===== src/vdp_pkg.sv =====
package vdp_pkg;

	localparam int POOL_DEPTH = 4096;
	localparam int IDX_W      = $clog2(POOL_DEPTH);
	localparam int CNT_W      = $clog2(POOL_DEPTH + 1);
	localparam int COORD_W    = 32;
	localparam int TOL_W      = 31;
	localparam int DIFF_W     = COORD_W + 1;
	localparam int ACT_W      = 2;
	localparam int STS_W      = 2;

	localparam logic [TOL_W-1:0] TOL_RESET = TOL_W'(66);

	localparam logic [ACT_W-1:0] ACT_FIND  = 2'd0;
	localparam logic [ACT_W-1:0] ACT_ADD   = 2'd1;
	localparam logic [ACT_W-1:0] ACT_CLEAR = 2'd2;

	localparam logic [STS_W-1:0] STS_OK        = 2'd0;
	localparam logic [STS_W-1:0] STS_NOT_FOUND = 2'd1;
	localparam logic [STS_W-1:0] STS_FULL      = 2'd2;

	typedef struct packed {
		logic load;
		logic scan_start;
		logic exec;
		logic issue;
		logic set_hit;
		logic set_miss;
		logic out_load;
	} cmd_t;

	typedef struct packed {
		logic is_find;
		logic cnt_nonzero;
		logic match;
		logic issue_done;
		logic pipe_busy;
		logic out_free;
	} stat_t;

endpackage


===== src/vdp_ctrl.sv =====
module vdp_ctrl (
	input  logic           clk,
	input  logic           arst_n,
	input  logic           req_valid,
	output logic           req_ready,
	input  vdp_pkg::stat_t stat,
	output vdp_pkg::cmd_t  cmd
);
	import vdp_pkg::*;

	typedef enum logic [3:0] {
		S_IDLE     = 4'b0001,
		S_DISPATCH = 4'b0010,
		S_SCAN     = 4'b0100,
		S_RESP     = 4'b1000
	} state_t;

	state_t state_q;
	state_t state_d;

	always_ff @(posedge clk or negedge arst_n) begin
		if (!arst_n) begin
			state_q <= S_IDLE;
		end else begin
			state_q <= state_d;
		end
	end

	always_comb begin
		state_d   = state_q;
		cmd       = '0;
		req_ready = 1'b0;
		case (state_q)
			S_IDLE: begin
				req_ready = 1'b1;
				if (req_valid) begin
					cmd.load = 1'b1;
					state_d  = S_DISPATCH;
				end
			end
			S_DISPATCH: begin
				if (stat.is_find && stat.cnt_nonzero) begin
					cmd.scan_start = 1'b1;
					state_d        = S_SCAN;
				end else begin
					cmd.exec = 1'b1;
					state_d  = S_RESP;
				end
			end
			S_SCAN: begin
				if (stat.match) begin
					cmd.set_hit = 1'b1;
					state_d     = S_RESP;
				end else if (stat.issue_done && !stat.pipe_busy) begin
					cmd.set_miss = 1'b1;
					state_d      = S_RESP;
				end else begin
					cmd.issue = 1'b1;
				end
			end
			S_RESP: begin
				if (stat.out_free) begin
					cmd.out_load = 1'b1;
					state_d      = S_IDLE;
				end
			end
			default: begin
				state_d = S_IDLE;
			end
		endcase
	end

endmodule


===== config.mk =====
export PLATFORM = sky130hd
export DESIGN_NAME = vdp_ctrl
export DESIGN_NICKNAME = d
export VERILOG_FILES = /design/src/vdp_pkg.sv /design/src/vdp_ctrl.sv
export SDC_FILE = /design/constraint.sdc
export NUM_CORES = 1
export LEC_CHECK = 0
export BUFFER_PORTS_ARGS = -buffer_cell sky130_fd_sc_hd__buf_2
export CORE_AREA = 2 2 39 41
export CTS_BUF_LIST = sky130_fd_sc_hd__clkbuf_8
export CTS_CLUSTER_SIZE = 16
export DETAILED_ROUTE_END_ITERATION = 7
export DIE_AREA = 0 0 41 43
export HOLD_SLACK_MARGIN = 0.08
export PLACE_DENSITY = 0.59
export SLEW_MARGIN = 0
export SYNTH_ARGS = -nofsm -noshare
export SYNTH_HDL_FRONTEND = slang
export SYNTH_SLANG_ARGS = --single-unit

===== constraint.sdc =====
create_clock -name clk -period 1.95 [get_ports clk]
set_clock_uncertainty 0.1 [all_clocks]
set_input_delay 0 -clock clk [delete_from_list [all_inputs] [get_ports clk]]
set_output_delay 0 -clock clk [all_outputs]
set_load 0.05 [all_outputs]

==> reports/qor.yml, run 1 <==
critical_path:
  crit_type: "reg -> out"
  cp_max_fo: 8
  cp-end-kind: "primary output"
  crit_path_start_kind: "flop"
  arrival_ns: 1.65
  cp_data_required_time_ns: 1.85
logic_synthesis:
  synth_edf_count: 0
  seq_area_frac_synth_pct: 30.6
  synthCells: 34
  synthFlopType: "dfrtp_1"
  async_flop_share_pct: 100
  synth_nets: 43
  yosysWarnings: 0
  synth.avg_cell_area_um2: 9.75
  yosysUniqueCellTypes: 23
  synth_area_um2: 332
  ys_ff_latch: 4
route:
  vias: 340
  drt-total-wl_um: 722
  firstDrtPassIters: 3
  drc: 0
  drt_iter0_markers: 5
  wl_per_cell_um: 9.89
  drt-vias-per-instance: 4.66
  antenna_left: 0
power:
  p_per_area_nw_per_um2: 1370
  swShare_pct: 43.5
  power_frac_seq_pct: 26.1
  p_leak_nw: 0.251
  switching_power_w: 0.000308
  ir_drop_mv: 0.734
  p_int_w: 0.000400
  p_comb_share_pct: 48.6
  power_frac_clock_pct: 25.2
placement:
  hpwl_um: 577
  dp.cells: 65
  place_ws_ns: 0.352
  port_buffers: 16
  gp_congestion: 0.752
die:
  die_h_um: 43
  start_util_pct: 24.0
  die_area_um2: 1760
  ios: 17
  die_w_um: 41
  core_um2: 1380
  rows: 14
status:
  status: "complete, no violations"
final_layout:
  nFillCells: 142
  largest-register: "state_q"
  final_cell_mix: "buf_2 (16), and2_1 (4), dlygate4sd3_1 (4)"
  largest_reg_flops: 4
  drive_gt1_share_pct: 45.6
  layout_commonest_cell: "buf_2"
  reg_top3: "state_q: 4 flops"
  syn_to_final_growth_pct: 56.2
  fin_cells: 73
  n_antenna_cell: 0
  final_util_pct: 37.4
  nets: 67
timing:
  slew_headroom_pct: 77.0
  setup_viol: 0
  worstMarginPinSlew_ns: 0.341
  drv_slew: 0
  fin_crit_sh_pct: 89.8
  setup_tns_ns: 0
  fin_ws_ns: 0.198
  final_hold_viol_count: 0
  fmax_mhz: 571
  rsz0062_at_grt: "no"
  min_period_ns: 1.75
global_routing:
  grt_max_degree: 10
  antenna_found_initial: 0
  grt_use_total_pct: 10.2
  grt_pass1_wl_um: 1210
  gr-total-overflow: 0
  grt_pass1_vias: 305
run:
  max_cap_viol_count: 0
cts:
  clockBufferDepth: 2
  clk_pin_slew_worst_paths_ns: 0.04
  cts_setup_buffers: 0
  numCtsBuffers: 3
  cts_root_buf: "clkbuf_8"
  cts_tree: "yes"
  htree_num_levels: 1
  clock-sinks: 4
  insertion_delay_ns: 0.22
worst_hold_path:
  hold_path.class: "in -> reg"
-- synthesized netlist by cell type (2+ instances only) --
library cell  count  share of area [%]
and2_1            4                7.5
dfrtp_1           3                 23
nor2b_1           3                5.7
a21oi_1           2                3.0
inv_1             2                2.3
nor4b_2           2                9.1
or3b_1            2                5.3
-- per-layer routing --
layer	wire length [um]	global-route usage, %	part of all wire, %	vias to the layer above
met1	349	13.4	48	156
met2	327	14.1	45	11
met4	0	6.00	0	0
li1	-	-	-	173
met3	44	3.14	6.1	0
met5	0	0	0	-
-- stage by stage --
step / area (um^2) / hold slack (ns) / total power [W]
6_report: 518 / 0.0892 / 0.000708
5_1_grt: 518 / 0.110 / 0.000760
3_3_place_gp: 433 / -0.290 / 0.000531
4_1_cts: 518 / 0.0840 / 0.000717
2_1_floorplan: 340 / -0.396 / 0.000455
3_5_place_dp: 433 / -0.292 / 0.000528
-- path summary, 6_finish.rpt --
kind,slack (ns),from,cells past startpoint,end
max,0.20,state_q[3],3,cmd[5]
min reg2reg,0.57,state_q[0],3,state_q[0]
max in group asynchronous,1.00,arst_n,3,state_q[3]
min,0.09,stat[3],3,state_q[2]
min in group asynchronous,0.17,arst_n,2,state_q[0]
max reg2reg,0.35,state_q[0],3,state_q[3]
-- final cells by class --
type / instances / area, um^2 / share of cell area [%]
Timing Repair Buffer: 20 / 120 / 23.2
Tap cell: 16 / 20.0 / 3.86
Clock inverter: 1 / 3.75 / 0.725
Inverter: 2 / 7.51 / 1.45
Multi-Input combinational cell: 27 / 224 / 43.2
Clock buffer: 3 / 41.3 / 7.97
Sequential cell: 4 / 101 / 19.6
-- kinds of logic (layout without fill, tap and decap cells) --
family,after synthesis,in the layout,synth area share (%)
AO/OA/AOI/OAI,7,7,16.6
buffers and inverters,3,26,4.53
flip-flops,4,4,30.6
AND/OR/NAND/NOR,20,20,48.3
-- repair_timing --
| action | in CTS | in global routing |
|---|---|---|
| endpoints found under the hold margin | 7 | 0 |
| hold buffers | 4 | 0 |
| resized for setup | 0 | 0 |
-- critical path: stages, from the launching register on --
cell and delay, ns:
dfrtp_1 0.46, or4b_1 0.58, nor2_2 0.13, buf_2 0.27
-- power by group through the flow --
| stage | sequential, W | combinational, W | clock, W |
|---|---|---|---|
| final | 0.000185 | 0.000344 | 0.000179 |
| after global routing | 0.000195 | 0.000373 | 0.000192 |
| after floorplan | 0.000171 | 0.000283 | 0 |
| after detailed placement | 0.000187 | 0.000341 | 0 |
| after CTS | 0.000186 | 0.000348 | 0.000183 |
| after global placement | 0.000187 | 0.000344 | 0 |
Power figures use the tool's default switching activity.
==> run 2: changes to the inputs <==
- PLACE_DENSITY: 0.59 -> 0.61
==> reports/qor.yml, run 2 (same netlist as run 1, synthesis figures left out) <==
final_layout:
  fin_cells: 73
  drive_gt1_share_pct: 45.6
  multi_input_area_um2: 224
  n_antenna_cell: 0
  regArea_um2: 101
  nFillCells: 139
  layout_commonest_cell: "buf_2"
  final_cell_mix: "buf_2 (16), and2_1 (4), dlygate4sd3_1 (4)"
  final_util_pct: 37.4
  finish.instance_area_um2: 518
  syn_to_final_growth_pct: 56.2
  nets: 67
  largest-register: "state_q"
  reg_top3: "state_q: 4 flops"
  largest_reg_flops: 4
die:
  die_area_um2: 1760
  die_h_um: 43
  rows: 14
  ios: 17
  start_util_pct: 24.0
  core_um2: 1380
  die_w_um: 41
critical_path:
  crit_path_start_kind: "flop"
  cp_top_family: "simple AND/OR/NAND/NOR gates"
  worstPathCellList: "nor4b_2, nor3b_2, buf_2"
  cp-end-kind: "primary output"
  crit_type: "reg -> out"
  slowest_delay_ns: 0.52
  r2r_start: "state_q[0]"
  startpoint: "state_q[2]"
  critPathBufInv: 1
  arrival_ns: 1.69
  critPathSlowestCell: "dfrtp_1"
  cp_max_fo: 8
  cp_data_required_time_ns: 1.85
power:
  p_leak_nw: 0.251
  ir_drop_mv: 1.05
  p_per_area_nw_per_um2: 1370
  report.power.total_w: 0.000709
placement:
  hpwl_um: 564
  port_buffers: 16
  dp.cells: 65
  gp_congestion: 0.750
  place_area_um2: 433
timing:
  final_hold_viol_count: 0
  min_period_ns: 1.79
  setup_viol: 0
  rsz0062_at_grt: "no"
  drv_slew: 0
  fmax_mhz: 560
  fin_crit_sh_pct: 91.6
  slew_headroom_pct: 77.4
  worstMarginPinSlew_ns: 0.334
route:
  drt-vias-per-instance: 4.73
  drt-total-wl_um: 784
  wl_per_cell_um: 10.7
  drt_iter0_markers: 4
  vias: 345
  firstDrtPassIters: 4
  antenna_left: 0
  drc: 0
worst_hold_path:
  hp-start: "stat[4]"
  hold_path.class: "in -> reg"
global_routing:
  grt_max_degree: 10
  grt_pass1_vias: 280
  grt_use_total_pct: 11.3
  grt_pass1_wl_um: 1260
  gr-total-overflow: 0
  antenna_found_initial: 0
cts:
  cts_tree: "yes"
  clk_pin_slew_worst_paths_ns: 0.04
  ctsResizeCount: 0
  clockBufferDepth: 2
  htree_num_levels: 1
  numCtsBuffers: 3
  insertion_delay_ns: 0.22
  cts_root_buf: "clkbuf_8"
  clock-sinks: 4
status:
  status: "complete, no violations"
run:
  max_cap_viol_count: 0
[run 2: what timing repair did]
item | in CTS | in global routing
hold buffers | 4 | 0
setup endpoints to repair | 0 | 0
hold endpoints to repair | 7 | 0
buffers inserted | 0 | 0
[run 2: tightest hold or removal path, delay by kind of cell]
family / cells / cell delay, ns
buffers and inverters: 1 / 0.09
and+or+nand+nor: 3 / 0.29
[run 2: through the flow]
| step | setup WS (ns) | hold slack [ns] | setup TNS [ns] |
|---|---|---|---|
| 2_1_floorplan | -0.0137 | -0.396 | -0.0137 |
| 3_3_place_gp | 0.397 | -0.288 | 0 |
| 3_5_place_dp | 0.374 | -0.290 | 0 |
| 4_1_cts | 0.146 | 0.0918 | 0 |
| 5_1_grt | 0.0470 | 0.107 | 0 |
| 6_report | 0.165 | 0.0884 | 0 |
[run 2: power by group]
group          switching, W  internal (W)  total, W
logic              0.000199      0.000145  0.000344
clock network     0.0000433      0.000134  0.000178
registers         0.0000670      0.000121  0.000188
[run 2: path summary, 6_finish.rpt]
path,end,slack (ns),cells after the start
max,cmd[3],0.16,3
min,state_q[2],0.09,4
max reg2reg,state_q[3],0.37,3
min reg2reg,state_q[0],0.57,3
max in group asynchronous,state_q[1],1.00,3
min in group asynchronous,state_q[0],0.17,2
[run 2: layout make-up]
type	instances	share of cell area, %
clock buffers	3	7.97
clock inverters	1	0.725
inverters	2	1.45
multi-input cells	27	43.2
flip-flops and latches	4	19.6
well taps	16	3.86
repair buffers	20	23.2
[run 2: routing by layer]
| metal | up-vias | share of wire (%) | GRT usage (%) |
|---|---|---|---|
| met5 | - | 0 | 0 |
| met4 | 0 | 0 | 2.00 |
| met3 | 0 | 7.5 | 9.42 |
| met2 | 10 | 46 | 14.4 |
| met1 | 164 | 46 | 14.7 |
| li1 | 171 | - | - |
==> run 3: changes to the inputs <==
==> constraint.sdc (replaced) <==
create_clock -name clk -period 1.95 [get_ports clk]
set_clock_uncertainty 0.1 [all_clocks]
set_input_delay 0.0975 -clock clk [delete_from_list [all_inputs] [get_ports clk]]
set_output_delay 0.0975 -clock clk [all_outputs]
set_load 0.05 [all_outputs]
==> reports/qor.yml, run 3 (same netlist as run 1, synthesis figures left out) <==
status:
  status: "complete, no violations"
cts:
  clockBufferDepth: 2
  clock-sinks: 4
  ctsResizeCount: 0
  numCtsBuffers: 3
  htree_num_levels: 1
  cts_root_buf: "clkbuf_8"
  insertion_delay_ns: 0.22
  clk_pin_slew_worst_paths_ns: 0.03
  cts_tree: "yes"
  cts_hold_buf: 3
  cts_setup_buffers: 0
die:
  die_h_um: 43
  ios: 17
  die_w_um: 41
  die_area_um2: 1760
  core_um2: 1380
  rows: 14
  start_util_pct: 24.0
final_layout:
  final_util_pct: 37.5
  nFillCells: 145
  largest_reg_flops: 4
  finish.instance_area_um2: 519
  nets: 67
  reg_top3: "state_q: 4 flops"
  n_antenna_cell: 0
  drive_gt1_share_pct: 49.1
  syn_to_final_growth_pct: 56.6
  largest-register: "state_q"
  final_cell_mix: "buf_2 (16), and2_1 (4)"
  layout_commonest_cell: "buf_2"
worst_hold_path:
  hold_path.class: "in -> async"
timing:
  setup_viol: 0
  rsz0062_at_grt: "no"
  min_period_ns: 1.87
  final_hold_viol_count: 0
  fin_ws_ns: 0.0781
  drv_slew: 0
  setup_tns_ns: 0
  worstMarginPinSlew_ns: 0.325
  fin_crit_sh_pct: 96.0
  fmax_mhz: 534
  slew_headroom_pct: 78.1
critical_path:
  worstPathCellList: "or4b_1, nor2_2, buf_2"
  r2r-end: "state_q[3]"
  cp_data_required_time_ns: 1.75
  cp_max_fo: 8
  cp_top_family: "simple AND/OR/NAND/NOR gates"
  r2r_slack_ns: 0.39
  r2r_cells: 3
  arrival_ns: 1.67
  path_depth: 3
  crit_path_start_kind: "flop"
  critPathBufInv: 1
  crit_type: "reg -> out"
  cp-end-kind: "primary output"
  slowest_delay_ns: 0.59
  r2r_start: "state_q[0]"
  critPathSlowestCell: "or4b_1"
run:
  max_cap_viol_count: 0
route:
  antenna_left: 0
  drt-total-wl_um: 755
  firstDrtPassIters: 3
  drc: 0
  drt_iter0_markers: 5
  drt-vias-per-instance: 4.47
  wl_per_cell_um: 10.3
  vias: 326
global_routing:
  grt_max_degree: 10
  grt_pass1_vias: 335
  grt_pass1_wl_um: 1270
  grt_use_total_pct: 10.7
  gr-total-overflow: 0
  antenna_found_initial: 0
placement:
  port_buffers: 16
  place_ws_ns: 0.307
  place_area_um2: 444
  hpwl_um: 591
  gp_congestion: 0.699
power:
  p_per_area_nw_per_um2: 1360
  ir_drop_mv: 0.618
  p_leak_nw: 0.252
-- run 3: cell types whose count changed in the layout (fill, tap and decap cells not counted) --
| cell | previous run | this run |
|---|---|---|
| dlygate4sd3_1 | 4 | 3 |
| a21oi_2 | 0 | 1 |
| buf_4 | 0 | 1 |
| a21oi_1 | 2 | 1 |
-- run 3: per-layer routing --
metal,vias up,global-route usage (%),part of all wire (%)
li1,170,-,-
met1,146,12.5,45
met2,10,15.6,50
met3,0,3.14,5.3
met4,0,8.00,0
met5,-,0,0
-- run 3: where the power goes --
group | leakage [nW] | switching [W] | internal, W
registers | 0.0513 | 0.0000643 | 0.000121
clock network | 0.0269 | 0.0000420 | 0.000134
logic | 0.174 | 0.000198 | 0.000145
total | 0.252 | 0.000304 | 0.000400
-- run 3: cell type report --
type	count	area, um^2	share of cell area (%)
Clock buffer	3	41.3	7.95
Clock inverter	1	3.75	0.723
Tap cell	16	20.0	3.86
Timing Repair Buffer	20	118	22.7
Sequential cell	4	101	19.5
Inverter	2	7.51	1.45
Multi-Input combinational cell	27	228	43.9
-- run 3: how the worst max path moves through the flow --
stage          startpoint          to  slack (ns)
3_3_place_gp   state_q[3]      cmd[5]        0.33
6_report       state_q[3]      cmd[5]        0.08
4_1_cts        state_q[3]      cmd[5]        0.07
2_1_floorplan  state_q[1]  state_q[3]       -0.01
3_5_place_dp   state_q[3]      cmd[5]        0.31
5_1_grt        state_q[3]      cmd[4]        0.02
-- run 3: per-stage QoR --
| stage | hold slack (ns) | total power (W) | cells |
|---|---|---|---|
| 3_5_place_dp | -0.195 | 0.000529 | 66 |
| 5_1_grt | 0.131 | 0.000751 | 73 |
| 2_1_floorplan | -0.298 | 0.000457 | 34 |
| 3_3_place_gp | -0.195 | 0.000525 | 66 |
| 6_report | 0.118 | 0.000704 | 73 |
| 4_1_cts | 0.116 | 0.000717 | 73 |
